`config.mk`:
```
export PLATFORM = sky130hd
export DESIGN_NAME = r2q_div_cell
export DESIGN_NICKNAME = d
export VERILOG_FILES = /design/src/rtl/core/r2q_pkg.sv /design/src/rtl/core/r2q_div_cell.sv
export SDC_FILE = /design/constraint.sdc
export NUM_CORES = 1
export LEC_CHECK = 0
export BUFFER_PORTS_ARGS = -buffer_cell sky130_fd_sc_hd__buf_2
export CAP_MARGIN = 20
export CORE_AREA = 2 2 659 661
export DETAILED_ROUTE_END_ITERATION = 8
export DIE_AREA = 0 0 661 663
export GPL_TIMING_DRIVEN = 0
export HOLD_SLACK_MARGIN = 0.02
export PLACE_DENSITY = 0.3
export SYNTH_ARGS = -nofsm -noshare
export SYNTH_HDL_FRONTEND = slang
export SYNTH_SLANG_ARGS = --single-unit
```
`constraint.sdc`:
```
create_clock -name clk_i -period 2.4 [get_ports clk_i]
set_clock_uncertainty 0.1 [all_clocks]
set_input_delay 0.24 -clock clk_i [delete_from_list [all_inputs] [get_ports clk_i]]
set_output_delay 0.24 -clock clk_i [all_outputs]
set_load 0.05 [all_outputs]
```
`src/rtl/core/r2q_pkg.sv`:
```
// Shared constants, types and table functions for the rotation-vector-to-quaternion core.
package r2q_pkg;

  // Fixed-point constants in Q.30
  localparam logic signed [35:0] PI_Q30      = 36'sd3373259426;
  localparam logic signed [35:0] HALF_PI_Q30 = 36'sd1686629713;
  localparam logic signed [35:0] TWO_PI_Q30  = 36'sd6746518852;
  localparam logic signed [35:0] ONE_Q30     = 36'sd1073741824;
  localparam int unsigned        MAX_STAGES  = 32;

  // Datapath widths
  localparam int unsigned SUMW  = 66;  // sum of three squares
  localparam int unsigned ROOTW = 33;  // integer square root of the sum
  localparam int unsigned CW    = 36;  // CORDIC x, y and angle
  localparam int unsigned NUMW  = 64;  // |rc| * |sin|

  // Payload that travels beside the arithmetic in every cell
  typedef struct packed {
    logic [31:0] trans_x;
    logic [31:0] trans_y;
    logic [31:0] trans_z;
    logic signed [31:0] rot_x;
    logic signed [31:0] rot_y;
    logic signed [31:0] rot_z;
  } side_t;

  // Unsigned quotient by shift and subtract, used only for elaboration-time constants
  function automatic logic [63:0] udiv_const(input logic [63:0] num, input logic [63:0] den);
    logic [64:0] rem;
    logic [63:0] quo;
    rem = '0;
    quo = '0;
    for (int j = 63; j >= 0; j--) begin
      rem = {rem[63:0], num[j]};
      if (rem >= {1'b0, den}) begin
        rem = rem - {1'b0, den};
        quo[j] = 1'b1;
      end
    end
    return quo;
  endfunction

  // Arc tangent of 2^-i in Q.30, series form, rounded half up
  function automatic logic signed [CW-1:0] atan_q30(input int unsigned i);
    logic [63:0] acc;
    logic [63:0] t;
    int unsigned e;
    acc = '0;
    if (i == 0) return CW'(36'sd843314857);
    for (int unsigned k = 0; k < 32; k++) begin
      e = i * (2 * k + 1);
      if (e <= 62) begin
        t = udiv_const(64'd1 << (62 - e), 64'(2 * k + 1));
        if (k[0]) acc = acc - t;
        else acc = acc + t;
      end
    end
    acc = (acc + (64'd1 << 31)) >> 32;
    return CW'(acc);
  endfunction

  // Elaboration-time integer square root for the gain constant
  function automatic logic [63:0] isqrt_const(input logic [63:0] v);
    logic [63:0] res;
    logic [63:0] bit_q;
    logic [63:0] rem;
    res = '0;
    rem = v;
    bit_q = 64'd1 << 62;
    for (int j = 0; j < 32; j++) begin
      if (bit_q != 0 && bit_q <= v) begin
        if (rem >= res + bit_q) begin
          rem = rem - (res + bit_q);
          res = (res >> 1) + bit_q;
        end else begin
          res = res >> 1;
        end
      end else if (bit_q != 0) begin
        res = res;
      end
      bit_q = bit_q >> 2;
    end
    return res;
  endfunction

  // CORDIC start value: inverse of the accumulated gain, Q.30
  function automatic logic signed [CW-1:0] cordic_gain(input int unsigned stages);
    logic [63:0] a;
    logic [63:0] s;
    a = 64'd1 << 60;
    for (int unsigned i = 0; i < MAX_STAGES; i++) begin
      if (i < stages) a = a + (a >> (2 * i));
    end
    s = isqrt_const(a);
    return CW'(udiv_const((64'd1 << 60) + (s >> 1), s));
  endfunction

endpackage

```
`src/rtl/core/r2q_div_cell.sv`:
```
// One restoring divider-chain cell, three vector parts: one quotient bit per cycle while enabled.
module r2q_div_cell (
  input  logic                           clk_i,
  input  logic                           rst_ni,
  input  logic                           en_i,
  input  logic                           valid_i,
  input  logic [r2q_pkg::ROOTW-1:0]      n_i,
  input  logic [2:0][r2q_pkg::NUMW:0]    rem_i,
  input  logic [2:0][r2q_pkg::NUMW-1:0]  num_i,
  input  logic [2:0][r2q_pkg::NUMW-1:0]  quo_i,
  input  logic [2:0]                     neg_i,
  input  logic [r2q_pkg::CW-1:0]         w_i,
  input  logic                           zero_i,
  input  r2q_pkg::side_t                 side_i,
  output logic                           valid_o,
  output logic [r2q_pkg::ROOTW-1:0]      n_o,
  output logic [2:0][r2q_pkg::NUMW:0]    rem_o,
  output logic [2:0][r2q_pkg::NUMW-1:0]  num_o,
  output logic [2:0][r2q_pkg::NUMW-1:0]  quo_o,
  output logic [2:0]                     neg_o,
  output logic [r2q_pkg::CW-1:0]         w_o,
  output logic                           zero_o,
  output r2q_pkg::side_t                 side_o
);

  logic [2:0][r2q_pkg::NUMW:0]   rem_d, rem_q;
  logic [2:0][r2q_pkg::NUMW-1:0] num_d, num_q, quo_d, quo_q;
  logic [r2q_pkg::NUMW:0]        sh;
  logic                          valid_q, zero_q;
  logic [2:0]                    neg_q;
  logic [r2q_pkg::ROOTW-1:0]     n_q;
  logic [r2q_pkg::CW-1:0]        w_q;
  r2q_pkg::side_t                side_q;

  // Shift in the next numerator bit and try to subtract the divisor
  always_comb begin
    sh = '0;
    for (int c = 0; c < 3; c++) begin
      sh = {rem_i[c][r2q_pkg::NUMW-1:0], num_i[c][r2q_pkg::NUMW-1]};
      num_d[c] = num_i[c] << 1;
      if (sh >= (r2q_pkg::NUMW + 1)'(n_i)) begin
        rem_d[c] = sh - (r2q_pkg::NUMW + 1)'(n_i);
        quo_d[c] = {quo_i[c][r2q_pkg::NUMW-2:0], 1'b1};
      end else begin
        rem_d[c] = sh;
        quo_d[c] = {quo_i[c][r2q_pkg::NUMW-2:0], 1'b0};
      end
    end
  end

  always_ff @(posedge clk_i or negedge rst_ni) begin
    if (!rst_ni) begin
      valid_q <= 1'b0;
    end else if (en_i) begin
      valid_q <= valid_i;
    end
  end

  always_ff @(posedge clk_i) begin
    if (en_i) begin
      rem_q  <= rem_d;
      num_q  <= num_d;
      quo_q  <= quo_d;
      n_q    <= n_i;
      neg_q  <= neg_i;
      w_q    <= w_i;
      zero_q <= zero_i;
      side_q <= side_i;
    end
  end

  assign valid_o = valid_q;
  assign n_o     = n_q;
  assign rem_o   = rem_q;
  assign num_o   = num_q;
  assign quo_o   = quo_q;
  assign neg_o   = neg_q;
  assign w_o     = w_q;
  assign zero_o  = zero_q;
  assign side_o  = side_q;

endmodule

```
==> results of run 1 <==
## flip-flops by register name (all words and copies together) (netlist names)
name	count
rem_o	195
neg_o	3
side_o	192
quo_o	192
zero_o	1
valid_o	1
n_o	33
w_o	36
num_o	189
## cell type report
type                       count  share of cell area (%)
clock buffer                 133                    4.06
timing repair buffer        3379                    34.8
inverter                      65                   0.540
multi-input combinational   1276                    15.3
clock inverter                85                    1.26
tap                         5734                    9.53
sequential                   842                    33.6
buffer                        45                   0.781
antenna                       48                   0.160
## Yosys cell counts (6+ instances only)
| library cell | number |
|---|---|
| or4_1 | 15 |
| o31ai_1 | 9 |
| ha_1 | 99 |
| clkbuf_1 | 49 |
| edfxtp_1 | 841 |
| nor2_1 | 106 |
| o211ai_1 | 8 |
| and3_1 | 14 |
| nor2b_1 | 12 |
| nor3_1 | 43 |
| buf_2 | 11 |
| nand4_1 | 36 |
| xor2_1 | 85 |
| o21ai_0 | 126 |
| nor4_1 | 34 |
| xnor2_1 | 99 |
| a31oi_1 | 17 |
| nand3_1 | 38 |
| inv_1 | 64 |
| nand3b_1 | 9 |
| a21o_1 | 39 |
| o21a_1 | 19 |
| nand2b_1 | 21 |
| o31a_1 | 7 |
| and2_1 | 6 |
| or3_1 | 23 |
| nand4b_1 | 9 |
| nand2_1 | 152 |
| o21bai_1 | 16 |
| a211oi_1 | 7 |
| a21oi_1 | 133 |
| mux2_2 | 13 |
## timing repair
item,in CTS,in global routing
pin swaps,71,127
endpoints found under the setup margin,198,195
gates resized for setup,307,387
hold endpoints to repair,1019,185
gates cloned,2,10
setup buffers,104,97
hold buffers,1439,63
## critical path: stages
cell and delay [ns]:
buf_2 0.11, dlygate4sd3_1 0.62, nor4_4 0.28, nand2_1 0.13, or3_4 0.45, a211o_1 0.34, a311o_1 0.34, buf_6 0.16
o211a_4 0.18, buf_12 0.14, nor4b_4 0.13, xor2_2 0.17
## power groups by stage
| stage | Combinational, mW | Sequential, mW | Clock, mW |
|---|---|---|---|
| floorplan | 1.76 | 23.0 | 0 |
| global placement | 10.8 | 18.9 | 0 |
| detailed placement | 10.8 | 18.4 | 0 |
| CTS | 13.4 | 18.2 | 19.5 |
| global route | 14.4 | 18.3 | 19.9 |
| finish | 13.7 | 18.2 | 18.6 |
## stage by stage
| step | power (mW) | setup slack [ns] | TNS (ns) |
|---|---|---|---|
| 6_report | 50.5 | -0.469 | -46.34 |
| 5_1_grt | 52.6 | -0.479 | -54.24 |
| 4_1_cts | 51.1 | -0.480 | -58.20 |
| 3_5_place_dp | 29.3 | -3.03 | -620.09 |
| 3_3_place_gp | 29.7 | -15.02 | - |
| 2_1_floorplan | 24.8 | -0.641 | -85.40 |
## routing by layer
layer,global-route usage [%],wire (µm),vias to the layer above
li1,-,-,15700
met1,11.0,89700,17300
met2,19.3,125000,1262
met3,2.60,15700,351
met4,3.94,10400,42
met5,0,244,-
## kinds of logic after synthesis
group	after synthesis	share of synthesized area (%)
other	1	0.0109
buffers and inverters	134	1.63
multiplexers	13	0.426
AND/OR/NAND/NOR	545	8.17
AO/OA/AOI/OAI	429	7.75
XOR/XNOR	184	4.69
flip-flops	842	73.5
adder cells (fa/ha/maj)	102	3.78
## worst max path at each step
| stage | start | to | slack [ns] |
|---|---|---|---|
| 6_report | rem_i[107] | rem_o[107] | -0.47 |
| 5_1_grt | rem_i[93] | rem_o[115] | -0.48 |
| 4_1_cts | n_i[29] | rem_o[63] | -0.48 |
| 3_5_place_dp | n_i[24] | rem_o[60] | -3.03 |
| 3_3_place_gp | en_i | valid_o | -15.02 |
| 2_1_floorplan | n_i[31] | rem_o[44] | -0.64 |
==> metrics.yaml, run 1 <==
run_status:
  status: "finished with violations"
  violations: "hold timing, setup timing"
final_layout:
  final_cell_mix: "buf_2 (1664), dlygate4sd3_1 (1464), edfxtp_1 (841)"
  final_area_um2: 75300
  fin_cells: 11600
  layout_commonest_cell: "buf_2"
  seqCellArea_um2: 25300
  multi_input_area_um2: 11500
  syn2layout_area_growth_pct: 119
  nFillCells: 47700
  nets: 6679
  drive_gt1_share_pct: 44.2
  final_core_util_pct: 17.4
global_routing:
  antenna_found_initial: 104
  grt_max_degree: 112
  grt_pass1_wl_um: 310000
  grt_pass1_vias: 35700
  grt_use_total_pct: 10.3
  grt_overflow: 0
synth:
  yosysSeqAreaShare_pct: 73.5
  synthArstFlopShare_pct: 0.119
  synth-main-ff-cell: "edfxtp_1"
  synth_area_per_cell_um2: 15.3
  synth_cell_types: 82
  ys_top_cells_by_area: "edfxtp_1 (73%), ha_1 (3.6%), xnor2_1 (2.5%)"
  synth-edff-count: 841
  syn_area_um2: 34400
  syn_inst: 2250
  ys_seq_elements: 842
  synth_top_area_cell: "edfxtp_1"
  synth_top_area_share_pct: 73.5
  yosysWarnings: 0
worst_setup_path:
  reg2reg_from: "valid_o"
  r2r_slack_ns: 1.55
  path_max_fanout: 8
  crit_arrival_ns: 3.32
  start_kind: "input port"
  path_class: "input port to flop"
  worstReg2RegEnd: "valid_o"
  rr_worst_depth: 1
  cp.required_ns: 2.85
  critPathCaptureType: "flop"
route:
  drt_iter0_drc: 1563
  ant_nets: 0
  vias: 34700
  post_drt_wl_per_cell_um: 20.8
  wl_um: 241000
  drc: 0
  drt_pass1_iterations: 4
  viasPerCell: 2.99
placement:
  place_inst: 9681
  placed_area_um2: 51100
  io_buffer_count: 1681
  place_congestion: 0.849
  hpwl_um: 188000
timing:
  rsz0062_at_grt: "true"
  post-route-period-util_pct: 120
  fmax_mhz: 349
  slew_headroom_pct: 26.9
  hold_viol_final: 66
  worst_slew_pin_slew_ns: 1.09
  timing.hold.ws_ns: -0.533
  fin_crit_ns: 2.87
  maxSlewViolCount: 0
  setup_viol_count_final: 189
  setup_ws_ns: -0.469
min_path:
  hold_path_end: "n_o[8]"
  holdPathStages: 1
  hold_path.class: "input port to flop"
  min-delay-start: "n_i[8]"
floorplanning:
  coreArea_um2: 432000
  die_area_um2: 438000
  die_w_um: 661
  start_util_pct: 7.95
  die_y_um: 663
  io_pins: 1693
  num_rows: 242
pwr:
  combPwrFrac_pct: 27.2
  p_seq_share_pct: 36.0
  vdd_ir_drop_max_mv: 0.571
  p_int_mw: 33.1
  p_clk_share_pct: 36.9
  power_density_nw_per_um2: 671
  swShare_pct: 34.4
  leakagePower_nw: 28.9
  switchingPower_mw: 17.4
clocking:
  cts_tree: "done"
  path_clk_slew_ns: 0.06
  max-clock-path-buffers: 4
  cts-buffers-inserted: 120
  clk_latency_ns: 0.80
  cts-root-buf: "clkbuf_16"
  clock_sinks: 842
  htree_num_levels: 3
job:
  max_cap_violations: 0
Power figures use the tool's default switching activity.
==> inputs of run 2 (changes only) <==
- CTS_BUF_LIST: unset -> sky130_fd_sc_hd__clkbuf_16
==> metrics.yaml, run 2 (synthesis gave the netlist of run 1 again) <==
run_status:
  status: "finished with violations"  # unchanged
  violations: "hold timing, setup timing"  # unchanged
pwr:
  power_density_nw_per_um2: 670  # was 671 nW/µm²
  p_clk_share_pct: 36.8  # was 36.9%
  p_int_mw: 33.1  # about the same
  power_mw: 50.4  # was 50.5 mW
  combPwrFrac_pct: 27.2  # about the same
  switchingPower_mw: 17.4  # about the same
  vdd_ir_drop_max_mv: 0.571  # about the same
  swShare_pct: 34.4  # about the same
  leakagePower_nw: 28.9  # about the same
  p_seq_share_pct: 36.0  # about the same
worst_setup_path:
  cp.required_ns: 2.85  # about the same
  crit_arrival_ns: 3.33  # was 3.32 ns
  path_class: "input port to flop"  # unchanged
  critPathCaptureType: "flop"  # unchanged
  path_max_fanout: 8  # unchanged
  start_kind: "input port"  # unchanged
global_routing:
  grt_overflow: 0  # unchanged
  grt_pass1_vias: 35700  # unchanged
  grt_max_degree: 112  # unchanged
  antenna_found_initial: 104  # unchanged
  grt_use_total_pct: 10.3  # unchanged
  grt_pass1_wl_um: 310000  # unchanged
timing:
  rsz0062_at_grt: "true"  # unchanged
  setup_viol_count_final: 189  # unchanged
  timing.hold.ws_ns: -0.534  # was -0.533 ns
  slew_headroom_pct: 28.3  # was 26.9%
  maxSlewViolCount: 0  # unchanged
  fin_crit_ns: 2.88  # was 2.87 ns
  post-route-period-util_pct: 120  # about the same
  fmax_mhz: 347  # was 349 MHz
  setup_tns_ns: -46.34  # about the same
  hold_viol_final: 65  # was 66
  setup_ws_ns: -0.479  # was -0.469 ns
  worst_slew_pin_slew_ns: 1.07  # was 1.09 ns
floorplanning:
  die_w_um: 661  # unchanged
  start_util_pct: 7.95  # unchanged
  coreArea_um2: 432000  # unchanged
  die_area_um2: 438000  # unchanged
  io_pins: 1693  # unchanged
  num_rows: 242  # unchanged
  die_y_um: 663  # unchanged
placement:
  hpwl_um: 188000  # unchanged
  placed_area_um2: 51100  # unchanged
  place_congestion: 0.849  # unchanged
  io_buffer_count: 1681  # unchanged
route:
  drt_iter0_drc: 1626  # was 1563
  drc: 0  # unchanged
  ant_nets: 0  # unchanged
  drt_pass1_iterations: 5  # was 4
  vias: 34600  # was 34700
  post_drt_wl_per_cell_um: 20.8  # about the same
  viasPerCell: 2.98  # was 2.99
  wl_um: 241000  # about the same
clocking:
  clk_latency_ns: 0.80  # about the same
  path_clk_slew_ns: 0.06  # about the same
  cts-root-buf: "clkbuf_16"  # unchanged
  htree_num_levels: 3  # unchanged
  cts-buffers-inserted: 120  # unchanged
  max-clock-path-buffers: 4  # unchanged
  clock_sinks: 842  # unchanged
  cts_tree: "done"  # unchanged
final_layout:
  final_area_um2: 75300  # about the same
  largest_register_ffs: 195  # unchanged
  drive_gt1_share_pct: 44.2  # unchanged
  layout_commonest_cell: "buf_2"  # unchanged
  nets: 6679  # unchanged
  final_cell_mix: "buf_2 (1664), dlygate4sd3_1 (1464), edfxtp_1 (841)"  # unchanged
  final_core_util_pct: 17.4  # about the same
  syn2layout_area_growth_pct: 119  # about the same
min_path:
  hold_path.class: "input port to flop"  # unchanged
job:
  max_cap_violations: 0  # unchanged
run 2: cell count changes in the layout (fill, tap and decap cells not counted), sizes merged:
cell    change
clkbuf     -13
diode       +3
inv        +13
run 2: metrics by stage:
| step | cells | setup slack (ns) |
|---|---|---|
| floorplan | 2252 | -0.641 |
| detailed placement | 9681 | -3.03 |
| global route | 11600 | -0.479 |
| global placement | 9667 | -15.02 |
| CTS | 11400 | -0.480 |
| finish | 11600 | -0.479 |
run 2: worst max-delay path: stages:
cell	delay [ns]
buf_2	0.09
dlygate4sd3_1	0.62
ha_4	0.31
nand4_1	0.10
buf_4	0.19
nor3_2	0.17
and4_4	0.29
a211o_1	0.20
a311o_1	0.15
buf_6	0.17
o211a_4	0.23
buf_12	0.13
nand4b_1	0.16
xnor2_2	0.24
run 2: layout make-up:
class / count / area [µm²]
inverters: 65 / 407
flip-flops and latches: 842 / 25300
clock buffers: 120 / 3000
clock inverters: 98 / 996
fillers: 47700 / 357000
well taps: 5734 / 7170
multi-input cells: 1276 / 11500
plain buffers: 45 / 588
diodes: 51 / 128
repair buffers: 3379 / 26200
run 2: routing by layer:
layer / track usage [%] / routed length, µm / vias up
li1: - / - / 15700
met1: 11.0 / 89200 / 17300
met2: 19.3 / 125000 / 1251
met3: 2.60 / 16100 / 362
met4: 3.94 / 10800 / 42
met5: 0 / 244 / -
run 2: what timing repair did:
item	in CTS	in global routing
hold endpoints to repair	1019	185
setup endpoints to repair	198	195
hold buffers	1439	63
resized for setup	307	387
cloned	2	10
pin swaps	71	127
setup buffers	104	97
run 2: final timing paths:
path                           start         end  slack, ns  cells after the start
min in group asynchronous     rst_ni     valid_o       0.17                      3
min                           n_i[8]      n_o[8]      -0.53                      1
max in group asynchronous     rst_ni     valid_o       1.92                      3
min reg2reg                  valid_o     valid_o       0.42                      1
max                        rem_i[93]  rem_o[117]      -0.48                     14
max reg2reg                  valid_o     valid_o       1.55                      1
run 2: power by group through the flow:
stage,logic [mW],clock network (mW),registers [mW]
finish,13.7,18.6,18.2
global route,14.4,19.8,18.3
CTS,13.4,19.4,18.2
detailed placement,10.8,0,18.4
global placement,10.8,0,18.9
floorplan,1.76,0,23.0
