--- config.mk ---
export PLATFORM = sky130hd
export DESIGN_NAME = r2q_cordic_cell
export DESIGN_NICKNAME = d
export VERILOG_FILES = /design/src/rtl/core/r2q_pkg.sv /design/src/rtl/core/r2q_cordic_cell.sv
export SDC_FILE = /design/constraint.sdc
export NUM_CORES = 1
export LEC_CHECK = 0
export BUFFER_PORTS_ARGS = -buffer_cell sky130_fd_sc_hd__buf_2
export CAP_MARGIN = 25
export CORE_AREA = 2 2 264 266
export DETAILED_ROUTE_END_ITERATION = 12
export DIE_AREA = 0 0 266 268
export GPL_ROUTABILITY_DRIVEN = 0
export SETUP_SLACK_MARGIN = 0.5
export SLEW_MARGIN = 10
export SYNTH_ARGS = -nofsm -noshare
export SYNTH_HDL_FRONTEND = slang
export SYNTH_SLANG_ARGS = --single-unit
--- constraint.sdc ---
create_clock -name clk_i -period 0.8 [get_ports clk_i]
set_input_delay 0.08 -clock clk_i [delete_from_list [all_inputs] [get_ports clk_i]]
set_output_delay 0.08 -clock clk_i [all_outputs]
set_load 0.005 [all_outputs]
--- src/rtl/core/r2q_pkg.sv ---
// Shared constants, types and table functions for the rotation-vector-to-quaternion core.
package r2q_pkg;

  // Fixed-point constants in Q.30
  localparam logic signed [35:0] PI_Q30      = 36'sd3373259426;
  localparam logic signed [35:0] HALF_PI_Q30 = 36'sd1686629713;
  localparam logic signed [35:0] TWO_PI_Q30  = 36'sd6746518852;
  localparam logic signed [35:0] ONE_Q30     = 36'sd1073741824;
  localparam int unsigned        MAX_STAGES  = 32;

  // Datapath widths
  localparam int unsigned SUMW  = 66;  // sum of three squares
  localparam int unsigned ROOTW = 33;  // integer square root of the sum
  localparam int unsigned CW    = 36;  // CORDIC x, y and angle
  localparam int unsigned NUMW  = 64;  // |rc| * |sin|

  // Payload that travels beside the arithmetic in every cell
  typedef struct packed {
    logic [31:0] trans_x;
    logic [31:0] trans_y;
    logic [31:0] trans_z;
    logic signed [31:0] rot_x;
    logic signed [31:0] rot_y;
    logic signed [31:0] rot_z;
  } side_t;

  // Unsigned quotient by shift and subtract, used only for elaboration-time constants
  function automatic logic [63:0] udiv_const(input logic [63:0] num, input logic [63:0] den);
    logic [64:0] rem;
    logic [63:0] quo;
    rem = '0;
    quo = '0;
    for (int j = 63; j >= 0; j--) begin
      rem = {rem[63:0], num[j]};
      if (rem >= {1'b0, den}) begin
        rem = rem - {1'b0, den};
        quo[j] = 1'b1;
      end
    end
    return quo;
  endfunction

  // Arc tangent of 2^-i in Q.30, series form, rounded half up
  function automatic logic signed [CW-1:0] atan_q30(input int unsigned i);
    logic [63:0] acc;
    logic [63:0] t;
    int unsigned e;
    acc = '0;
    if (i == 0) return CW'(36'sd843314857);
    for (int unsigned k = 0; k < 32; k++) begin
      e = i * (2 * k + 1);
      if (e <= 62) begin
        t = udiv_const(64'd1 << (62 - e), 64'(2 * k + 1));
        if (k[0]) acc = acc - t;
        else acc = acc + t;
      end
    end
    acc = (acc + (64'd1 << 31)) >> 32;
    return CW'(acc);
  endfunction

  // Elaboration-time integer square root for the gain constant
  function automatic logic [63:0] isqrt_const(input logic [63:0] v);
    logic [63:0] res;
    logic [63:0] bit_q;
    logic [63:0] rem;
    res = '0;
    rem = v;
    bit_q = 64'd1 << 62;
    for (int j = 0; j < 32; j++) begin
      if (bit_q != 0 && bit_q <= v) begin
        if (rem >= res + bit_q) begin
          rem = rem - (res + bit_q);
          res = (res >> 1) + bit_q;
        end else begin
          res = res >> 1;
        end
      end else if (bit_q != 0) begin
        res = res;
      end
      bit_q = bit_q >> 2;
    end
    return res;
  endfunction

  // CORDIC start value: inverse of the accumulated gain, Q.30
  function automatic logic signed [CW-1:0] cordic_gain(input int unsigned stages);
    logic [63:0] a;
    logic [63:0] s;
    a = 64'd1 << 60;
    for (int unsigned i = 0; i < MAX_STAGES; i++) begin
      if (i < stages) a = a + (a >> (2 * i));
    end
    s = isqrt_const(a);
    return CW'(udiv_const((64'd1 << 60) + (s >> 1), s));
  endfunction

endpackage

--- src/rtl/core/r2q_cordic_cell.sv ---
// Rotation-mode CORDIC cell: one micro-rotation per en_i cycle.
module r2q_cordic_cell #(
  parameter int unsigned Step = 0
) (
  input  logic                              clk_i,
  input  logic                              rst_ni,
  input  logic                              en_i,
  input  logic                              valid_i,
  input  logic signed [r2q_pkg::CW-1:0]     x_i,
  input  logic signed [r2q_pkg::CW-1:0]     y_i,
  input  logic signed [r2q_pkg::CW-1:0]     z_i,
  input  logic [r2q_pkg::ROOTW-1:0]         n_i,
  input  logic                              negc_i,
  input  r2q_pkg::side_t                    side_i,
  output logic                              valid_o,
  output logic signed [r2q_pkg::CW-1:0]     x_o,
  output logic signed [r2q_pkg::CW-1:0]     y_o,
  output logic signed [r2q_pkg::CW-1:0]     z_o,
  output logic [r2q_pkg::ROOTW-1:0]         n_o,
  output logic                              negc_o,
  output r2q_pkg::side_t                    side_o
);

  localparam logic signed [r2q_pkg::CW-1:0] AtanV = r2q_pkg::atan_q30(Step);

  logic signed [r2q_pkg::CW-1:0] xs, ys;
  logic signed [r2q_pkg::CW-1:0] x_d, y_d, z_d, x_q, y_q, z_q;
  logic                          valid_q, negc_q;
  logic [r2q_pkg::ROOTW-1:0]     n_q;
  r2q_pkg::side_t                side_q;

  // Rotate toward zero residual angle
  always_comb begin
    xs = x_i >>> Step;
    ys = y_i >>> Step;
    if (!z_i[r2q_pkg::CW-1]) begin
      x_d = x_i - ys;
      y_d = y_i + xs;
      z_d = z_i - AtanV;
    end else begin
      x_d = x_i + ys;
      y_d = y_i - xs;
      z_d = z_i + AtanV;
    end
  end

  always_ff @(posedge clk_i or negedge rst_ni) begin
    if (!rst_ni) begin
      valid_q <= 1'b0;
    end else if (en_i) begin
      valid_q <= valid_i;
    end
  end

  always_ff @(posedge clk_i) begin
    if (en_i) begin
      x_q    <= x_d;
      y_q    <= y_d;
      z_q    <= z_d;
      n_q    <= n_i;
      negc_q <= negc_i;
      side_q <= side_i;
    end
  end

  assign valid_o = valid_q;
  assign x_o     = x_q;
  assign y_o     = y_q;
  assign z_o     = z_q;
  assign n_o     = n_q;
  assign negc_o  = negc_q;
  assign side_o  = side_q;

endmodule

==> results of run 1 <==
routing by layer:
metal / routed length, µm / share of wire / vias to the layer above
li1: - / - / 8077
met1: 28800 / 0.36 / 8549
met2: 40400 / 0.51 / 757
met3: 5050 / 0.064 / 183
met4: 4570 / 0.058 / 8
met5: 52 / 0.00066 / -
area by class of cell:
type / instances / area, µm² / area share
sequential: 334 / 10000 / 0.327
multi-input combinational: 1016 / 9130 / 0.298
timing repair buffer: 1242 / 8520 / 0.278
tap: 882 / 1100 / 0.0361
clock buffer: 46 / 1020 / 0.0334
inverter: 125 / 528 / 0.0172
clock inverter: 24 / 258 / 0.00842
timing repair inverter: 1 / 16.3 / 0.000531
antenna: 4 / 10.0 / 0.000327
flip-flops by register name, summed over array words and instances (netlist names):
name and cells:
z_o 36, n_o 33, x_o 36, valid_o 1, side_o 192, y_o 35, negc_o 1
worst paths after layout:
kind	end	slack (ns)	depth (start not counted)	from
worst max-delay path	x_o[34]	-1.66	20	y_i[0]
worst min-delay path	n_o[29]	-0.30	1	n_i[29]
worst max register to register	valid_o	-0.07	2	valid_o
worst min register to register	valid_o	0.61	2	valid_o
max in group asynchronous	valid_o	0.89	2	rst_ni
min in group asynchronous	valid_o	-0.17	2	rst_ni
timing repair:
action                     CTS  global route
cloned                       2             0
setup endpoints to repair  616           665
pin swaps                  112           117
resized for setup          301           169
buffers inserted            53            37
hold endpoints to repair   240           239
cell usage in the layout (no fill, tap or decap), types with 7 or more instances in the layout:
master / count
buf_2: 634
nor3_1: 19
buf_4: 466
o21ai_2: 23
ha_2: 8
nor2b_1: 7
buf_6: 112
o21bai_1: 29
o31ai_1: 8
o211ai_1: 9
o21ai_4: 10
xnor2_2: 17
xnor2_1: 63
nor2_2: 9
clkbuf_16: 40
xor2_1: 19
edfxtp_1: 333
a21oi_1: 114
a21o_1: 41
ha_1: 113
o21ai_1: 15
ha_4: 22
a211oi_1: 7
nand2_2: 11
nor3_2: 7
nor2_1: 77
mux2i_1: 15
inv_1: 108
a21oi_4: 14
inv_2: 7
o21ai_0: 41
nand4_1: 12
nand3_1: 20
nand2_1: 57
buf_12: 23
nand2b_1: 13
a21oi_2: 51
logic make-up (layout without fill, tap and decap cells):
kind of cell | Yosys count | count (layout) | share of synthesized area
compound gates | 445 | 445 | 0.156
other cells | 0 | 4 | 0
flops | 334 | 334 | 0.558
fa+ha+maj | 147 | 147 | 0.104
mux | 28 | 28 | 0.0157
xor+xnor | 101 | 101 | 0.0492
simple gates | 295 | 295 | 0.0791
buf+inv | 174 | 1438 | 0.0378
power groups by stage:
stage / Clock (mW) / Combinational, mW / Sequential, mW
final: 18.0 / 17.2 / 22.5
after global routing: 19.1 / 18.2 / 22.7
after CTS: 18.4 / 15.8 / 22.5
after detailed placement: 0 / 14.1 / 22.8
after global placement: 0 / 13.9 / 22.8
after floorplan: 0 / 5.44 / 22.7
per-stage QoR:
step	setup slack [ns]	setup TNS, ns
detailed placement	-2.42	-208.87
floorplan	-1.80	-125.73
global placement	-2.38	-206.20
global route	-1.79	-255.58
CTS	-1.77	-233.67
finish	-1.66	-233.58
==> impl_metrics.ini, run 1 <==
[status]
status = finished with violations
violations = negative hold slack, negative setup slack

[cells_and_area]
final_layout_size_suffix_gt1_frac = 0.574
fillers = 6306
stdcell_count = 3674
syn_to_final_growth_pct = 70.3
design_area_um2 = 30600
nets = 3244
final_util = 0.449

[critical_path]
path_class = in -> reg
path_delay_family = buffers and inverters
crit_fanout = 3
path_common_cell = buf_6
cp_cell_sequence = buf_8, buf_4, buf_6, buf_6, buf_6, ha_4, fa_2, inv_2, a21oi_2, o21ai_1, buf_4, a21oi_4, buf_6, o31ai_4, buf_6, a21o_4, a41oi_1, nor3_1, a21oi_1, o311a_2
crit_path_end_kind = flop
cp.arrival_ns = 2.77
cp_slowest_cell = fa_2
crit_path_max_incr_delay_ns = 0.34
start_kind = input port
cp_num_buf_inv = 9
crit_required_ns = 1.10

[power]
seqPwrFrac = 0.390
design_power_total_mw = 57.7
p_sw_mw = 17.0
power_density_nw_per_um2 = 1890
switching_share = 0.294
p_int_mw = 40.8
peakVddDrop_v = 0.00145
clkPwrFrac = 0.312
power_frac_comb = 0.297
p_leak_nw = 13.7

[die]
die_y_um = 268
die_w_um = 266
die-area_um2 = 71300
coreArea_um2 = 68200
num_rows = 96
io-pin-count = 673
initial_utilization = 0.263

[logic_synthesis]
synth_warnings = 0
synthCells = 1524
synth_nets = 2009
yosysTopAreaCellShare = 0.556
yosysMostFrequentCell = edfxtp_1
synth_cell_types = 80
synth_seq_cells = 334
synth_top_cell_by_area = edfxtp_1
synth_flop_cell = edfxtp_1
ys_seq_area_frac = 0.558
synthTopCellsByArea = edfxtp_1 56%, ha_1 10%, a21oi_1 5.0%
syn_area_um2 = 18000
synthArstFlopShare = 0.00299
synth_edf_count = 333
synth_area_per_cell_um2 = 11.8
synthTopCellsByCount = 333 x edfxtp_1, 178 x a21oi_1, 143 x ha_1

[global_route]
grt_use_met2 = 0.372
antenna_found_initial = 11
gr-total-overflow = 0
grt_pass1_vias = 17800
top_usage_layer = met2
grt_use_met3 = 0.0403
grt_max_degree = 43
grt_pass1_wl_um = 111000
grt_usage = 0.207
grt_util_met1 = 0.228

[clock_network]
cts_htree_levels = 2
cts_sinks = 334
worstSkewPairLatency_ns = 0.55
cts_tree = done
cts_buffer_depth = 3
numCtsBuffers = 39
cts_hold_buf = 1
cts-root-buf = clkbuf_16
clk_pin_slew_worst_paths_ns = 0.06

[timing]
finalHoldViolations = 238
fmax_mhz = 406
finalWorstSetupSlack_ns = -1.66
setup_viol = 438
skew_ns = 0
relSlewSlack = 0.566
worst_pin_slew_ns = 0.645
period_share = 3.08
finalHoldWorstSlack_ns = -0.300
slew_viol_final = 0
period_needed_ns = 2.46
rsz0062_at_grt = yes

[job]
cap_violations = 0

[place]
place_inst = 3507
dpl.hpwl_um = 62800
place_area_um2 = 26600
io_buffers = 672

[routing]
ant_nets = 0
drt_iter0_drc = 1348
first_pass_iters = 5
drt-total-wl_um = 78800
drc = 0
num_vias = 17600
via_per_inst = 4.78
drt-wirelength-per-cell_um = 21.5

[hold_path]
hold_path_class = in -> reg
(Power assumes the default switching activity.)
==> run 2, diff against run 1 <==
--- a/config.mk
+++ b/config.mk
@@ -11,7 +11,10 @@
 export DETAILED_ROUTE_END_ITERATION = 12
 export DIE_AREA = 0 0 266 268
 export GPL_ROUTABILITY_DRIVEN = 0
+export GPL_TIMING_DRIVEN = 0
+export REMOVE_ABC_BUFFERS = 1
 export SETUP_SLACK_MARGIN = 0.5
+export SKIP_CTS_REPAIR_TIMING = 1
 export SLEW_MARGIN = 10
 export SYNTH_ARGS = -nofsm -noshare
 export SYNTH_HDL_FRONTEND = slang
==> impl_metrics.ini, run 2 (same netlist as run 1, synthesis figures left out) <==
[status]
status = finished with violations
violations = negative hold slack, negative setup slack

[clock_network]
cts_htree_levels = 2
cts_tree = done
worstSkewPairLatency_ns = 0.55
cts_buffer_depth = 3
clk_pin_slew_worst_paths_ns = 0.06
numCtsBuffers = 40
cts_sinks = 334
cts-root-buf = clkbuf_16

[die]
die_y_um = 268
die_w_um = 266
die-area_um2 = 71300
io-pin-count = 673
num_rows = 96
coreArea_um2 = 68200
initial_utilization = 0.263

[routing]
drc = 0
drt_iter0_drc = 1492
first_pass_iters = 5
ant_nets = 0
via_per_inst = 4.98
drt-wirelength-per-cell_um = 23.9
drt-total-wl_um = 78200
num_vias = 16300

[critical_path]
r2r_end = valid_o
crit_cells = 15
path_delay_family = compound AO/OA/AOI/OAI gates
cp_slowest_cell = fa_2
crit_path_end = y_o[34]
path_class = in -> reg
crit_required_ns = 1.07
worstRegToRegCells = 1
cp_cell_sequence = buf_8, ha_4, inv_2, fa_2, o21ba_4, o21ai_4, a31oi_4, nor4_4, buf_6, nor3_4, o311ai_4, o21ai_2, a2111oi_4, o31ai_2, xnor2_1
crit_fanout = 5
regToRegSetupSlack_ns = 0.06
rr_startpoint = valid_o
start_kind = input port
crit_path_end_kind = flop
cp_num_buf_inv = 3
crit_path_max_incr_delay_ns = 0.38
setup.worst_path.start = y_i[0]
cp.arrival_ns = 2.78

[cells_and_area]
final_util = 0.403
syn_to_final_growth_pct = 52.9
nets = 2833
final_cell_mix = 634 x buf_2, 333 x edfxtp_1, 126 x a21oi_1
final_common_cell = buf_2
stdcell_count = 3267
fillers = 6451
final_layout_size_suffix_gt1_frac = 0.495
largest_reg_flops = 192

[hold_path]
hold_path_class = in -> reg

[global_route]
grt_use_met3 = 0.0450
gr-total-overflow = 0
grt_max_degree = 120
grt_usage = 0.188
antenna_found_initial = 16
grt_util_met1 = 0.211
top_usage_layer = met2
grt_pass1_vias = 14800
grt_pass1_wl_um = 99200
grt_use_met2 = 0.334

[power]
peakVddDrop_v = 0.00141
power_density_nw_per_um2 = 2010
p_leak_nw = 11.7

[timing]
skew_ns = 0
slew_viol_final = 0
fmax_mhz = 398
worst_pin_slew_ns = 0.754
period_share = 3.14
setup_viol = 436
finalHoldWorstSlack_ns = -0.310
rsz0062_at_grt = yes
relSlewSlack = 0.493
period_needed_ns = 2.51
finalHoldViolations = 269
finalWorstSetupSlack_ns = -1.71

[job]
cap_violations = 0

[place]
dpl.hpwl_um = 57300
io_buffers = 672
place_inst = 3034
## run 2: how the worst min path moves through the flow
stage / start / to / slack, ns / cells after the start
2_1_floorplan: rst_ni / valid_o / -0.22 / 0
3_3_place_gp: rst_ni / valid_o / -0.14 / 1
5_1_grt: side_i[163] / side_o[163] / -0.33 / 1
4_1_cts: rst_ni / valid_o / -0.74 / 1
6_report: n_i[10] / n_o[10] / -0.31 / 1
3_5_place_dp: rst_ni / valid_o / -0.14 / 1
## run 2: layer usage
metal,vias up,wire [µm]
li1,7271,-
met1,7938,27900
met2,865,39900
met3,192,6450
met4,10,3970
met5,-,60
## run 2: cell type report
cell class | count | area (µm²) | area share
flip-flops and latches | 334 | 10000 | 0.365
multi-input cells | 1016 | 9100 | 0.331
repair buffers | 830 | 5390 | 0.196
well taps | 882 | 1100 | 0.0402
clock buffers | 51 | 1080 | 0.0394
inverters | 125 | 534 | 0.0194
clock inverters | 21 | 230 | 0.00838
diodes | 7 | 17.5 | 0.000637
repair inverters | 1 | 11.3 | 0.000410
## run 2: stage by stage
| step | worst slack [ns] | hold WS [ns] | instance area [µm²] | power [mW] | setup TNS (ns) |
|---|---|---|---|---|---|
| 3_3_place_gp | -6.52 | -0.139 | 22200 | 33.4 | -2130.57 |
| 3_5_place_dp | -3.45 | -0.143 | 22400 | 33.4 | -412.12 |
| 2_1_floorplan | -3.05 | -0.216 | 17800 | 27.7 | -183.40 |
| 5_1_grt | -1.84 | -0.330 | 27500 | 57.4 | -244.92 |
| 6_report | -1.71 | -0.310 | 27500 | 55.3 | -225.47 |
| 4_1_cts | -2.87 | -0.741 | 23700 | 52.2 | -331.16 |
## run 2: where the power goes
group | internal, mW | switching (mW)
sequential | 21.6 | 0.619
combinational | 6.53 | 8.01
clock | 10.9 | 7.62
total | 39.1 | 16.2
==> run 3, diff against run 2 <==
--- a/config.mk
+++ b/config.mk
@@ -5,7 +5,7 @@
 export SDC_FILE = /design/constraint.sdc
 export NUM_CORES = 1
 export LEC_CHECK = 0
-export BUFFER_PORTS_ARGS = -buffer_cell sky130_fd_sc_hd__buf_2
+export BUFFER_PORTS_ARGS = -buffer_cell sky130_fd_sc_hd__buf_4
 export CAP_MARGIN = 25
 export CORE_AREA = 2 2 264 266
 export DETAILED_ROUTE_END_ITERATION = 12
==> impl_metrics.ini, run 3 (same netlist as run 1, synthesis figures left out) <==
[status]
status = finished with violations
violations = negative hold slack, negative setup slack

[place]
dpl.hpwl_um = 57700
place_inst = 3032
io_buffers = 672

[global_route]
grt_pass1_wl_um = 101000
grt_pass1_vias = 14900
antenna_found_initial = 11
gr-total-overflow = 0
grt_max_degree = 120
grt_usage = 0.191

[clock_network]
cts_tree = done
worstSkewPairLatency_ns = 0.55
cts_buffer_depth = 3
numCtsBuffers = 40
cts-root-buf = clkbuf_16
cts_htree_levels = 2
cts_sinks = 334
clk_pin_slew_worst_paths_ns = 0.06

[cells_and_area]
fillers = 6319
largest_reg_flops = 192
final_layout_size_suffix_gt1_frac = 0.479
syn_to_final_growth_pct = 61.0
nets = 2800
stdcell_count = 3234
final_util = 0.424
final_cell_mix = 629 x buf_4, 333 x edfxtp_1, 126 x a21oi_1
final_common_cell = buf_4

[job]
cap_violations = 0

[timing]
period_needed_ns = 2.56
finalHoldWorstSlack_ns = -0.308
slew_viol_final = 0
relSlewSlack = 0.466
period_share = 3.21
skew_ns = 0
setup_viol = 437
fmax_mhz = 390
rsz0062_at_grt = yes
finalHoldViolations = 333
finalWorstSetupSlack_ns = -1.76
worst_pin_slew_ns = 0.794

[critical_path]
path_class = in -> reg
start_kind = input port
rr_startpoint = valid_o
crit_path_end_kind = flop
crit_fanout = 7
setup.worst_path.start = z_i[35]
crit_required_ns = 1.10
cp.arrival_ns = 2.86

[die]
die_y_um = 268
initial_utilization = 0.263
coreArea_um2 = 68200
die_w_um = 266
die-area_um2 = 71300
io-pin-count = 673
num_rows = 96

[power]
p_leak_nw = 12.2
power_density_nw_per_um2 = 1940
design_power_total_mw = 56.2
peakVddDrop_v = 0.00135

[routing]
via_per_inst = 5.03
drc = 0
drt-wirelength-per-cell_um = 24.9
drt_iter0_drc = 1297
drt-total-wl_um = 80500
first_pass_iters = 6
ant_nets = 0
num_vias = 16300

[hold_path]
hold_path_class = in -> reg
min-delay-start = side_i[142]
[run 3: cell count changes in the layout (fill, tap and decap cells not counted), moves of 4 or more]
cell	previous run	this run
clkinv_2	4	8
o21ai_0	39	45
buf_6	52	123
buf_4	107	629
clkbuf_8	4	0
inv_1	104	108
buf_2	634	0
ha_4	38	21
o21ai_1	17	11
buf_12	5	12
ha_1	97	111
[run 3: metrics by stage]
stage / TNS (ns) / instance area, µm² / worst slack [ns]
2_1_floorplan: -183.40 / 17800 / -3.05
3_3_place_gp: -1283.83 / 23900 / -5.43
3_5_place_dp: -500.90 / 24000 / -3.98
4_1_cts: -400.78 / 25300 / -3.41
5_1_grt: -253.11 / 28900 / -1.88
6_report: -233.58 / 28900 / -1.76
[run 3: routing by layer]
layer / track usage / wire [µm] / up-vias
li1: - / - / 7215
met1: 0.209 / 28300 / 7977
met2: 0.340 / 40700 / 877
met3: 0.0521 / 7080 / 204
met4: 0.0978 / 4360 / 10
met5: 0 / 64 / -
[run 3: path summary, 6_finish.rpt]
kind,to,slack (ns),cells past startpoint
max in group asynchronous,valid_o,0.87,2
min in group asynchronous,valid_o,-0.15,2
worst min-delay path,side_o[142],-0.31,1
worst max-delay path,z_o[32],-1.76,15
worst max register to register,valid_o,0.04,1
worst min register to register,valid_o,0.53,1
[run 3: worst max-delay path, stage by stage]
cell and delay (ns):
buf_16 0.14, clkinv_16 0.07, buf_16 0.14, fa_2 0.37
a21oi_2 0.18, o211ai_1 0.22, a32oi_2 0.32, a211oi_2 0.14
nor4_2 0.33, a21oi_2 0.06, buf_6 0.14, a31oi_4 0.22
a311oi_2 0.14, a211oi_2 0.19, xnor2_1 0.11
[run 3: power by group]
group / leakage [nW] / switching (mW) / internal (mW)
Combinational: 8.29 / 7.98 / 7.77
Clock: 0.621 / 7.64 / 10.4
Sequential: 3.27 / 0.760 / 21.6
[run 3: layout make-up]
class                      instances  area [µm²]  share of cell area
sequential                       334       10000               0.347
multi-input combinational       1016        8870               0.306
timing repair buffer             797        7120               0.246
tap                              882        1100              0.0381
clock buffer                      47        1050              0.0362
inverter                         125         526              0.0182
clock inverter                    26         219             0.00757
antenna                            6        15.0            0.000519
timing repair inverter             1        11.3            0.000389
