$ cat config.mk
export PLATFORM = sky130hd
export DESIGN_NAME = r2q_sqrt_cell
export DESIGN_NICKNAME = d
export VERILOG_FILES = /design/src/rtl/core/r2q_pkg.sv /design/src/rtl/core/r2q_sqrt_cell.sv
export SDC_FILE = /design/constraint.sdc
export NUM_CORES = 1
export LEC_CHECK = 0
export BUFFER_PORTS_ARGS = -buffer_cell sky130_fd_sc_hd__buf_2
export CELL_PAD_IN_SITES_DETAIL_PLACEMENT = 0
export CELL_PAD_IN_SITES_GLOBAL_PLACEMENT = 1
export CORE_AREA = 2 2 253 255
export CTS_BUF_LIST = sky130_fd_sc_hd__clkbuf_2
export CTS_CLUSTER_SIZE = 40
export DETAILED_ROUTE_END_ITERATION = 10
export DIE_AREA = 0 0 255 257
export GPL_TIMING_DRIVEN = 0
export HOLD_SLACK_MARGIN = 0.02
export PLACE_DENSITY_LB_ADDON = 0.15
export SLEW_MARGIN = 40
export SYNTH_ARGS = -nofsm -noshare
export SYNTH_HDL_FRONTEND = slang
export SYNTH_SLANG_ARGS = --single-unit
$ cat constraint.sdc
create_clock -name clk_i -period 0.8 [get_ports clk_i]
set_input_delay 0 -clock clk_i [delete_from_list [all_inputs] [get_ports clk_i]]
set_output_delay 0 -clock clk_i [all_outputs]
set_load 0.01 [all_outputs]
$ cat src/rtl/core/r2q_pkg.sv
// Shared constants, types and table functions for the rotation-vector-to-quaternion core.
package r2q_pkg;

  // Fixed-point constants in Q.30
  localparam logic signed [35:0] PI_Q30      = 36'sd3373259426;
  localparam logic signed [35:0] HALF_PI_Q30 = 36'sd1686629713;
  localparam logic signed [35:0] TWO_PI_Q30  = 36'sd6746518852;
  localparam logic signed [35:0] ONE_Q30     = 36'sd1073741824;
  localparam int unsigned        MAX_STAGES  = 32;

  // Datapath widths
  localparam int unsigned SUMW  = 66;  // sum of three squares
  localparam int unsigned ROOTW = 33;  // integer square root of the sum
  localparam int unsigned CW    = 36;  // CORDIC x, y and angle
  localparam int unsigned NUMW  = 64;  // |rc| * |sin|

  // Payload that travels beside the arithmetic in every cell
  typedef struct packed {
    logic [31:0] trans_x;
    logic [31:0] trans_y;
    logic [31:0] trans_z;
    logic signed [31:0] rot_x;
    logic signed [31:0] rot_y;
    logic signed [31:0] rot_z;
  } side_t;

  // Unsigned quotient by shift and subtract, used only for elaboration-time constants
  function automatic logic [63:0] udiv_const(input logic [63:0] num, input logic [63:0] den);
    logic [64:0] rem;
    logic [63:0] quo;
    rem = '0;
    quo = '0;
    for (int j = 63; j >= 0; j--) begin
      rem = {rem[63:0], num[j]};
      if (rem >= {1'b0, den}) begin
        rem = rem - {1'b0, den};
        quo[j] = 1'b1;
      end
    end
    return quo;
  endfunction

  // Arc tangent of 2^-i in Q.30, series form, rounded half up
  function automatic logic signed [CW-1:0] atan_q30(input int unsigned i);
    logic [63:0] acc;
    logic [63:0] t;
    int unsigned e;
    acc = '0;
    if (i == 0) return CW'(36'sd843314857);
    for (int unsigned k = 0; k < 32; k++) begin
      e = i * (2 * k + 1);
      if (e <= 62) begin
        t = udiv_const(64'd1 << (62 - e), 64'(2 * k + 1));
        if (k[0]) acc = acc - t;
        else acc = acc + t;
      end
    end
    acc = (acc + (64'd1 << 31)) >> 32;
    return CW'(acc);
  endfunction

  // Elaboration-time integer square root for the gain constant
  function automatic logic [63:0] isqrt_const(input logic [63:0] v);
    logic [63:0] res;
    logic [63:0] bit_q;
    logic [63:0] rem;
    res = '0;
    rem = v;
    bit_q = 64'd1 << 62;
    for (int j = 0; j < 32; j++) begin
      if (bit_q != 0 && bit_q <= v) begin
        if (rem >= res + bit_q) begin
          rem = rem - (res + bit_q);
          res = (res >> 1) + bit_q;
        end else begin
          res = res >> 1;
        end
      end else if (bit_q != 0) begin
        res = res;
      end
      bit_q = bit_q >> 2;
    end
    return res;
  endfunction

  // CORDIC start value: inverse of the accumulated gain, Q.30
  function automatic logic signed [CW-1:0] cordic_gain(input int unsigned stages);
    logic [63:0] a;
    logic [63:0] s;
    a = 64'd1 << 60;
    for (int unsigned i = 0; i < MAX_STAGES; i++) begin
      if (i < stages) a = a + (a >> (2 * i));
    end
    s = isqrt_const(a);
    return CW'(udiv_const((64'd1 << 60) + (s >> 1), s));
  endfunction

endpackage

$ cat src/rtl/core/r2q_sqrt_cell.sv
// Restoring square-root chain cell: one root bit per cycle while en_i is high.
module r2q_sqrt_cell #(
  parameter int unsigned Step = 0
) (
  input  logic                            clk_i,
  input  logic                            rst_ni,
  input  logic                            en_i,
  input  logic                            valid_i,
  input  logic [r2q_pkg::SUMW-1:0]        rem_i,
  input  logic [r2q_pkg::SUMW-1:0]        root_i,
  input  r2q_pkg::side_t                  side_i,
  output logic                            valid_o,
  output logic [r2q_pkg::SUMW-1:0]        rem_o,
  output logic [r2q_pkg::SUMW-1:0]        root_o,
  output r2q_pkg::side_t                  side_o
);

  localparam int unsigned Shift = 2 * (r2q_pkg::ROOTW - 1 - Step);
  localparam logic [r2q_pkg::SUMW-1:0] BitV = r2q_pkg::SUMW'(1) << Shift;

  logic [r2q_pkg::SUMW-1:0] trial;
  logic                     take;
  logic                     valid_q;
  logic [r2q_pkg::SUMW-1:0] rem_q, rem_d, root_q, root_d;
  r2q_pkg::side_t           side_q;

  // Trial subtract of the running root plus the current bit
  always_comb begin
    trial = root_i + BitV;
    take  = (rem_i >= trial);
    rem_d  = take ? rem_i - trial : rem_i;
    root_d = take ? (root_i >> 1) + BitV : (root_i >> 1);
  end

  always_ff @(posedge clk_i or negedge rst_ni) begin
    if (!rst_ni) begin
      valid_q <= 1'b0;
    end else if (en_i) begin
      valid_q <= valid_i;
    end
  end

  always_ff @(posedge clk_i) begin
    if (en_i) begin
      rem_q  <= rem_d;
      root_q <= root_d;
      side_q <= side_i;
    end
  end

  assign valid_o = valid_q;
  assign rem_o   = rem_q;
  assign root_o  = root_q;
  assign side_o  = side_q;

endmodule

==> impl_results.md, run 1 <==
- Hold slack final: -0.877 ns
- Syn Nets: 1,552
- # fillers: between 6,000 and 7,000
- Post-Route WL: approximately 72,000 µm
- Slew @ Worst Pin: roughly 0.64 ns
- Kind of critical path: primary input to flop
- Comb pwr share: 0.285
- Post-Synthesis Cell Area: 14,800 µm²
- Max incr delay on CP: 0.40 ns
- Max IR drop VDD: between 0.8 and 0.9 mV
- Drt first-iter violations: between 700 and 800
- First-pass GRT wire length: approximately 100,000 µm
- Setup TNS: -338.46 ns
- DR pass1 iterations: 5
- Psw: about 15 mW
- Worst-path clk slew: 0.09 ns
- Clk_skew: 0 ns
- Synth async-reset ratio: 0.00308
- GPL Wtd Cong: between 0.9 and 1
- Post-synth EDFFs: 324
- Post-DP HPWL: around 54,000 µm
- Die height: between 200 and 300 µm
- Most frequent CP cell: buf_8
- Avg Cell Area, Syn: about 13 µm²
- Final period utilization: 2.83
- Worst endpoint data arrival time: around 3 ns
- GRT Residual Overflow: 0
- DR vias/cell: 4.38
- Final Hold Viols: between 400 and 500
- DIE WIDTH: between 200 and 300 µm
- Crit-path cells: buf_8, inv_8, ha_4, inv_2, fa_2, a21o_1, a21oi_2, or3_4, o211ai_4, a32oi_4, a41oi_4, nor2_4, o41ai_4, buf_6, buf_8, buf_12, mux2_4
- Num Clock Sinks: approximately 330
- CP Buf/Inv Count: 6
- Initial antenna violation count: 27
- Slowest-stage cell, CP: or3_4
- Outcome: complete, but fails checks
- Most frequent cells in the layout: 569 x buf_2, 404 x dlygate4sd3_1, 324 x edfxtp_1
- H-tree levels: 3
- Clock root cell: clkbuf_2
- Violated checks: hold timing, setup timing
- Peak Freq: between 400 and 500 MHz
- DR vias: ~14,000
- Routed Antenna Nets: 0
- Area of the multi-input gates: 5290 µm²
- Nature of the critical path startpoint: primary input
- Yosys warns: 0
- Starting Density: 0.236
- Routed len/inst: about 22 µm
- Final min period: approximately 2.3 ns
- Max-slew headroom: 0.567
- Final Setup Violations: between 300 and 400
- Largest net degree at the start of global routing: 80
- PD cells: ~1800 nW/µm²
- Core Box Area: 62,700 µm²
- Nets: around 2,700
- Crit. End Element: flop
- Top FF cell, synth: edfxtp_1
- Share of layout cells above drive strength 1: 0.419
- Row cnt: between 90 and 100
- Final Slew Violations: 0
- Sequential cell area: about 9800 µm²
- Most common cell after layout, fill and taps aside: buf_2
- Area delta synth->final: 75.6%
- Sequential power share: 0.448
- Type of the worst min-delay path: primary input to flop
- Leakage power: roughly 11 nW
- Worst-skew pair later-pin latency: a little over 1 ns
- Max clock buf depth: 3
- Max cap viols: 0
- Cell internal pwr: approximately 32 mW
- Number of synthesized register bits: roughly 330
- Post-route worst setup slack: -1.46 ns
- Critical Path Fanout Max: 7
- CTS buffer count: 95
- Mapped Cells: ~1,200
- Delay-heaviest family, CP: compound AO/OA/AOI/OAI gates
- Sw Share: 0.328
- CTS tree: done
- Tot GR Track Use: 0.214
- Drt drc: 0
- Unrepaired setup endpoints after global routing: true
- Die area: 65,500 µm²
- Clock group share of total power: 0.267
- WP data required: ~1.5 ns
- Input/output buffers: 652
- Vias in the first global route: approximately 15,000
- I/O pin cnt: about 650
- Seq/Total Area, Yosys: 0.659
- Synth unique cells: 57
- Worst reg-to-reg setup slack: around 0.06 ns
==> layout make-up <==
type                    count  share of cell area
clock buffers             137              0.0264
diodes                     19             0.00183
plain buffers              19             0.00876
clock inverters            31             0.00549
multi-input cells         693               0.203
repair buffers           1096               0.325
well taps                 846              0.0407
inverters                  90              0.0133
flip-flops and latches    325               0.375
==> state kept, by name, summed over array words and instances (netlist names) <==
signal,flops
side_o,192
rem_o,66
root_o,66
valid_o,1
==> power by group through the flow <==
stage          Combinational, mW  Clock (mW)  Sequential (mW)
5_1_grt                     14.5        14.1             21.3
3_5_place_dp                9.53           0             21.4
2_1_floorplan               3.71           0             22.3
3_3_place_gp                9.46           0             21.6
6_report                    13.5        12.6             21.2
4_1_cts                     13.2        13.4             21.1
==> stage by stage <==
| stage | power, mW | cells | setup slack [ns] | utilization | area (µm²) |
|---|---|---|---|---|---|
| 2_1_floorplan | 26.1 | 1157 | -1.93 | - | 14900 |
| 3_3_place_gp | 31.1 | 2655 | -5.66 | 0.306 | 19200 |
| 3_5_place_dp | 31.0 | 2661 | -3.35 | 0.308 | 19300 |
| 4_1_cts | 47.7 | 3265 | -1.23 | 0.411 | 25800 |
| 5_1_grt | 49.9 | 3249 | -1.41 | 0.414 | 26000 |
| 6_report | 47.2 | 3256 | -1.46 | 0.414 | 26000 |
==> routing by layer <==
| metal | vias to the layer above | part of all wire | GRT usage |
|---|---|---|---|
| li1 | 6696 | - | - |
| met1 | 6792 | 0.38 | 0.233 |
| met2 | 559 | 0.47 | 0.357 |
| met3 | 194 | 0.087 | 0.0742 |
| met4 | 14 | 0.063 | 0.128 |
| met5 | - | 0.0012 | 0 |
==> synthesized netlist by cell type (all sizes together), types with 16 or more instances <==
cell type / number / area [µm²]
inv: 90 / 338
clkbuf: 31 / 116
nand2: 69 / 259
o21ai: 37 / 185
xor2: 26 / 228
o21bai: 16 / 120
a21o: 31 / 233
a21oi: 141 / 706
xnor2: 34 / 298
nand4: 31 / 194
buf: 18 / 98.9
edfxtp: 324 / 9730
nor2: 100 / 375
ha: 66 / 826
==> kinds of logic after synthesis <==
logic type      share of synthesized area
flops                               0.659
fa+ha+maj                          0.0571
simple gates                       0.0811
mux                               0.00972
buf+inv                            0.0374
xor+xnor                           0.0355
compound gates                      0.120
==> repair_timing <==
action | CTS | global route
endpoints found under the setup margin | 393 | 430
endpoints found under the hold margin | 650 | 457
hold buffers | 434 | 7
pin swaps | 17 | 14
gates resized for setup | 270 | 122
cloned | 7 | 2
setup buffers | 22 | 8
==> worst paths after layout <==
check / start / endpoint / cells past startpoint
setup / recovery: rem_i[0] / rem_o[50] / 17
hold / removal: root_i[24] / root_o[23] / 1
setup reg to reg: valid_o / valid_o / 1
hold reg to reg: valid_o / valid_o / 1
max in group asynchronous: rst_ni / valid_o / 4
min in group asynchronous: rst_ni / valid_o / 4
Note: power is estimated with default switching activity, not from simulation.
==> run 2: changes to the inputs <==
GPL_ROUTABILITY_DRIVEN = 0   (was not set)
SKIP_CTS_REPAIR_TIMING = 1   (was not set)
==> run 2 against run 1 <==
Die area did not move. Critical path depth did not move. Largest power group unchanged. The run still ends with hold timing, setup timing left. Utilization fell by 1.4 points. Clock power barely moved. Hold slack got worse by 0.021 ns. Critical path type unchanged. Sequential power barely moved. Flip-flop and latch count did not move. Via count fell by 0.65%. Final area fell by 3.5%.
==> impl_results.md, run 2 (synthesis results as in run 1) <==
- Peak Freq: approximately 430 MHz
- Die height: roughly 260 µm
- Area of the multi-input gates: roughly 4900 µm²
- DR vias: about 14,000
- Initial antenna violation count: 19
- Critical Path Fanout Max: 5
- Post-DP HPWL: around 53,000 µm
- Critical path origin: rem_i[0]
- Max clock buf depth: 3
- Post-route worst setup slack: -1.51 ns
- Largest net degree at the start of global routing: slightly below 80
- Die area: 65,500 µm²
- Most frequent cells in the layout: 590 x buf_2, 401 x dlygate4sd3_1, 324 x edfxtp_1
- I/O pin cnt: 653
- Busiest grt layer: met2
- # fillers: between 6,000 and 7,000
- Max-slew headroom: 0.584
- Most frequent CP cell: buf_12
- Unrepaired setup endpoints after global routing: true
- Delay-heaviest family, CP: compound AO/OA/AOI/OAI gates
- Final Slew Violations: 0
- DIE WIDTH: 255 µm
- Routed len/inst: 21.5 µm
- Met1 GRT Util: 0.211
- Sequential cell area: a little under 10,000 µm²
- Critical Path End: rem_o[50]
- Worst endpoint data arrival time: 3.11 ns
- Worst slack, placed: -3.64 ns
- Tot GR Track Use: 0.193
- Final Hold Viols: around 360
- Input/output buffers: between 600 and 700
- Area delta synth->final: 69.5%
- Instance count on the critical path: 17
- CTS tree: done
- Routed Antenna Nets: 0
- DR pass1 iterations: 5
- Violated checks: hold timing, setup timing
- Setup TNS: -354.06 ns
- Row cnt: just over 90
- Type of the worst min-delay path: primary input to flop
- Worst reg-to-reg setup slack: roughly 0.050 ns
- Max reg flops: between 150 and 200
- Final min period: between 2 and 2.5 ns
- Kind of critical path: primary input to flop
- Slew @ Worst Pin: approximately 0.6 ns
- Clk_skew: 0 ns
- PD cells: around 1800 nW/µm²
- Most common cell after layout, fill and taps aside: buf_2
- Nature of the critical path startpoint: primary input
- DR vias/cell: ~4.4
- CP Buf/Inv Count: 6
- Core Box Area: roughly 63,000 µm²
- GR Layer Usage met2: 0.337
- Max IR drop VDD: about 0.95 mV
- Post-Route WL: ~70,000 µm
- Crit-path cells: buf_8, inv_8, ha_4, inv_2, fa_2, a21o_1, a21oi_2, or3_4, o211ai_4, a32oi_4, a41oi_4, nor2_4, o41ai_4, buf_6, buf_12, buf_12, mux2_4
- Num Clock Sinks: between 300 and 400
- Met3 Use GR: 0.0795
- H-tree levels: 3
- Depth of the most critical reg-to-reg path: 1
- WP data required: ~1.6 ns
- Crit. End Element: flop
- Worst-skew pair later-pin latency: between 1 and 1.5 ns
- Final Setup Violations: roughly 400
- GRT Residual Overflow: 0
- Nets: roughly 2,700
- CTS buffer count: 93
- R2R Path End: valid_o
- Drt first-iter violations: roughly 810
- Worst r2r src: valid_o
- Final period utilization: 2.89
- Slowest-stage cell, CP: or3_4
- Hold slack final: -0.899 ns
- Vias in the first global route: around 13,000
- Outcome: complete, but fails checks
- Share of layout cells above drive strength 1: 0.382
- Max incr delay on CP: around 0.4 ns
- Drt drc: 0
- Starting Density: 0.236
- Leakage power: approximately 11 nW
- Max cap viols: 0
- First-pass GRT wire length: between 90,000 and 100,000 µm
- Clock root cell: clkbuf_2
- Worst-path clk slew: around 0.10 ns
run 2: cell count changes in the layout (fill, tap and decap cells not counted), moves of 7 or more:
cell	previous run	this run
mux2_4	9	1
a21oi_1	80	118
buf_12	13	5
buf_4	19	11
ha_2	12	3
a21oi_2	55	23
clkbuf_2	137	130
buf_6	90	70
mux2_2	2	10
ha_1	44	58
buf_2	569	590
run 2: cell type report:
class                   count  share of cell area
repair buffers           1071               0.318
multi-input cells         693               0.194
clock buffers             130              0.0259
diodes                     14             0.00140
clock inverters            38             0.00713
inverters                  90              0.0138
flip-flops and latches    325               0.389
well taps                 846              0.0422
plain buffers              27             0.00893
run 2: power by group:
group          total [mW]  internal, mW  switching (mW)
Clock                12.4          4.54            7.90
Sequential           21.1          20.6           0.467
Combinational        12.1          5.60            6.53
run 2: how the worst min path moves through the flow:
stage,slack (ns),depth (start not counted),from,endpoint
after detailed placement,-0.21,1,rst_ni,valid_o
after floorplan,-0.30,0,rst_ni,valid_o
after global placement,-0.22,1,rst_ni,valid_o
final,-0.90,1,root_i[54],root_o[53]
after CTS,-1.57,1,rst_ni,valid_o
after global routing,-1.07,1,root_i[52],root_o[51]
run 2: stage by stage:
step	instance area, µm²	util	instances	power [mW]
after detailed placement	19300	0.308	2661	31.0
after floorplan	14900	-	1157	26.1
final	25100	0.400	3234	45.7
after global routing	25100	0.400	3230	48.3
after global placement	19200	0.306	2655	31.1
after CTS	20200	0.321	2829	43.9
run 2: metal layers:
metal | share of wire | vias to the layer above
li1 | - | 6654
met1 | 0.39 | 6855
met2 | 0.50 | 539
met3 | 0.077 | 104
met4 | 0.026 | 10
met5 | 0.0015 | -
==> run 3: changes to the inputs <==
--- a/constraint.sdc
+++ b/constraint.sdc
@@ -3,2 +3,2 @@
 set_output_delay 0 -clock clk_i [all_outputs]
-set_load 0.01 [all_outputs]
+set_load 0.02 [all_outputs]
==> run 3 against run 2 <==
Register-to-register slack lost 0.03 ns. Hold slack improved by 0.016 ns. First-iteration DRC count is 4.3% lower. Non-clock buffer count rose by 4. Sequential power is essentially flat. The flow still finishes with violations (hold timing, setup timing). Critical path type unchanged. Total power up 6.0%. Count of clock-buffer cells in the layout decreased by 4.
==> impl_results.md, run 3 (synthesis results as in run 1) <==
- Nets: 2,699
- Sequential cell area: about 10000 µm²
- Slew @ Worst Pin: 0.656 ns
- Crit. End Element: flop
- Vias in the first global route: about 13,000
- Die area: 65,500 µm²
- Worst-path clk slew: between 0.1 and 0.15 ns
- Slowest-stage cell, CP: or3_4
- Clk_skew: 0 ns
- Clock root cell: clkbuf_2
- DR vias: between 10,000 and 15,000
- Drt drc: 0
- First-pass GRT wire length: approximately 90,000 µm
- Max incr delay on CP: roughly 0.40 ns
- Kind of critical path: primary input to flop
- Max-slew headroom: 0.558
- Starting Density: 0.236
- Final Hold Viols: ~370
- Worst reg-to-reg setup slack: ~0.02 ns
- Final period utilization: 2.87
- Final Slew Violations: 0
- Violated checks: hold timing, setup timing
- CTS tree: done
- Drt first-iter violations: about 770
- CTS buffer count: 92
- Routed len/inst: about 22 µm
- DIE WIDTH: 255 µm
- Crit-path cells: buf_8, inv_8, ha_4, inv_2, fa_2, a21o_1, a21oi_2, or3_4, o211ai_4, a32oi_4, a41oi_4, nor2_4, o41ai_4, buf_6, clkbuf_16, mux2_4
- Depth of the most critical reg-to-reg path: 1
- Nature of the critical path startpoint: primary input
- Leakage power: 11.4 nW
- Critical Path End: rem_o[50]
- Tot GR Track Use: 0.192
- WP data required: between 1.5 and 2 ns
- Peak Freq: approximately 440 MHz
- Unrepaired setup endpoints after global routing: true
- Design area: 26,500 µm²
- Setup TNS: -354.74 ns
- DR pass1 iterations: 4
- DR vias/cell: around 4.4
- Share of layout cells above drive strength 1: 0.394
- GRT Residual Overflow: 0
- Worst r2r src: valid_o
- Largest net degree at the start of global routing: 77
- Outcome: complete, but fails checks
- PD cells: 1830 nW/µm²
- Input/output buffers: roughly 650
- Final Setup Violations: approximately 390
- H-tree levels: 3
- Worst-skew pair later-pin latency: between 1 and 1.5 ns
- Post-Route WL: ~70,000 µm
- Core Box Area: 62,700 µm²
- Max IR drop VDD: ~1 mV
- Critical path origin: rem_i[0]
- Row cnt: between 90 and 100
- # fillers: 6,051
- I/O pin cnt: ~650
- Critical Path Fanout Max: 6
- Post-route worst setup slack: -1.50 ns
- Area of the multi-input gates: between 4000 and 5000 µm²
- Routed Antenna Nets: 0
- Most common cell after layout, fill and taps aside: dlygate4sd3_1
- Max reg flops: about 190
- Post-DP HPWL: about 53,000 µm
- R2R Path End: valid_o
- Max cap viols: 0
- Type of the worst min-delay path: primary input to flop
- Final min period: around 2.3 ns
- Max clock buf depth: 3
- Num Clock Sinks: roughly 330
- Most frequent cells in the layout: 400 x dlygate4sd3_1, 388 x buf_2, 324 x edfxtp_1
- Worst endpoint data arrival time: between 3 and 4 ns
- Hold slack final: -0.882 ns
- Initial antenna violation count: 12
- Die height: between 200 and 300 µm
- DP Area: roughly 19,000 µm²
- Area delta synth->final: 78.8%
run 3: where the power goes:
group / switching [mW] / internal, mW
sequential: 0.721 / 20.7
clock: 7.90 / 4.39
combinational: 7.82 / 6.92
total: 16.4 / 32.0
run 3: cell type report:
class	instances	share of cell area
Antenna cell	6	0.000567
Buffer	27	0.00936
Clock buffer	126	0.0238
Clock inverter	33	0.00605
Inverter	90	0.0130
Multi-Input combinational cell	693	0.188
Sequential cell	325	0.368
Tap cell	846	0.0400
Timing Repair Buffer	1075	0.351
run 3: worst min path at each step:
stage	start	endpoint	slack, ns	cells after the start
floorplan	rst_ni	valid_o	-0.30	0
global placement	rst_ni	valid_o	-0.22	1
detailed placement	rst_ni	valid_o	-0.22	1
CTS	rst_ni	valid_o	-1.51	1
global route	root_i[5]	root_o[4]	-1.04	1
finish	root_i[5]	root_o[4]	-0.88	1
run 3: per-stage QoR:
step           instances  total power [mW]  utilization  worst slack (ns)
2_1_floorplan       1157              27.3            -             -1.93
3_3_place_gp        2655              32.3        0.306             -5.55
3_5_place_dp        2660              32.1        0.308             -3.60
4_1_cts             2819              44.8        0.321             -2.35
5_1_grt             3217              51.2        0.422             -1.48
6_report            3221              48.4        0.422             -1.50
run 3: per-layer routing:
metal  global-route usage  routed length (µm)  vias to the layer above
li1                     -                   -                     6631
met1                0.217               27600                     6851
met2                0.333               34700                      521
met3               0.0704                5490                      134
met4               0.0643                2320                       18
met5                    0                 146                        -
run 3: critical path: cells and delay by family:
kind / cells / cell delay, ns
buffers and inverters: 5 / 0.58
adder cells (fa/ha/maj): 2 / 0.33
AND/OR/NAND/NOR: 2 / 0.47
AO/OA/AOI/OAI: 6 / 1.43
multiplexers: 1 / 0.30
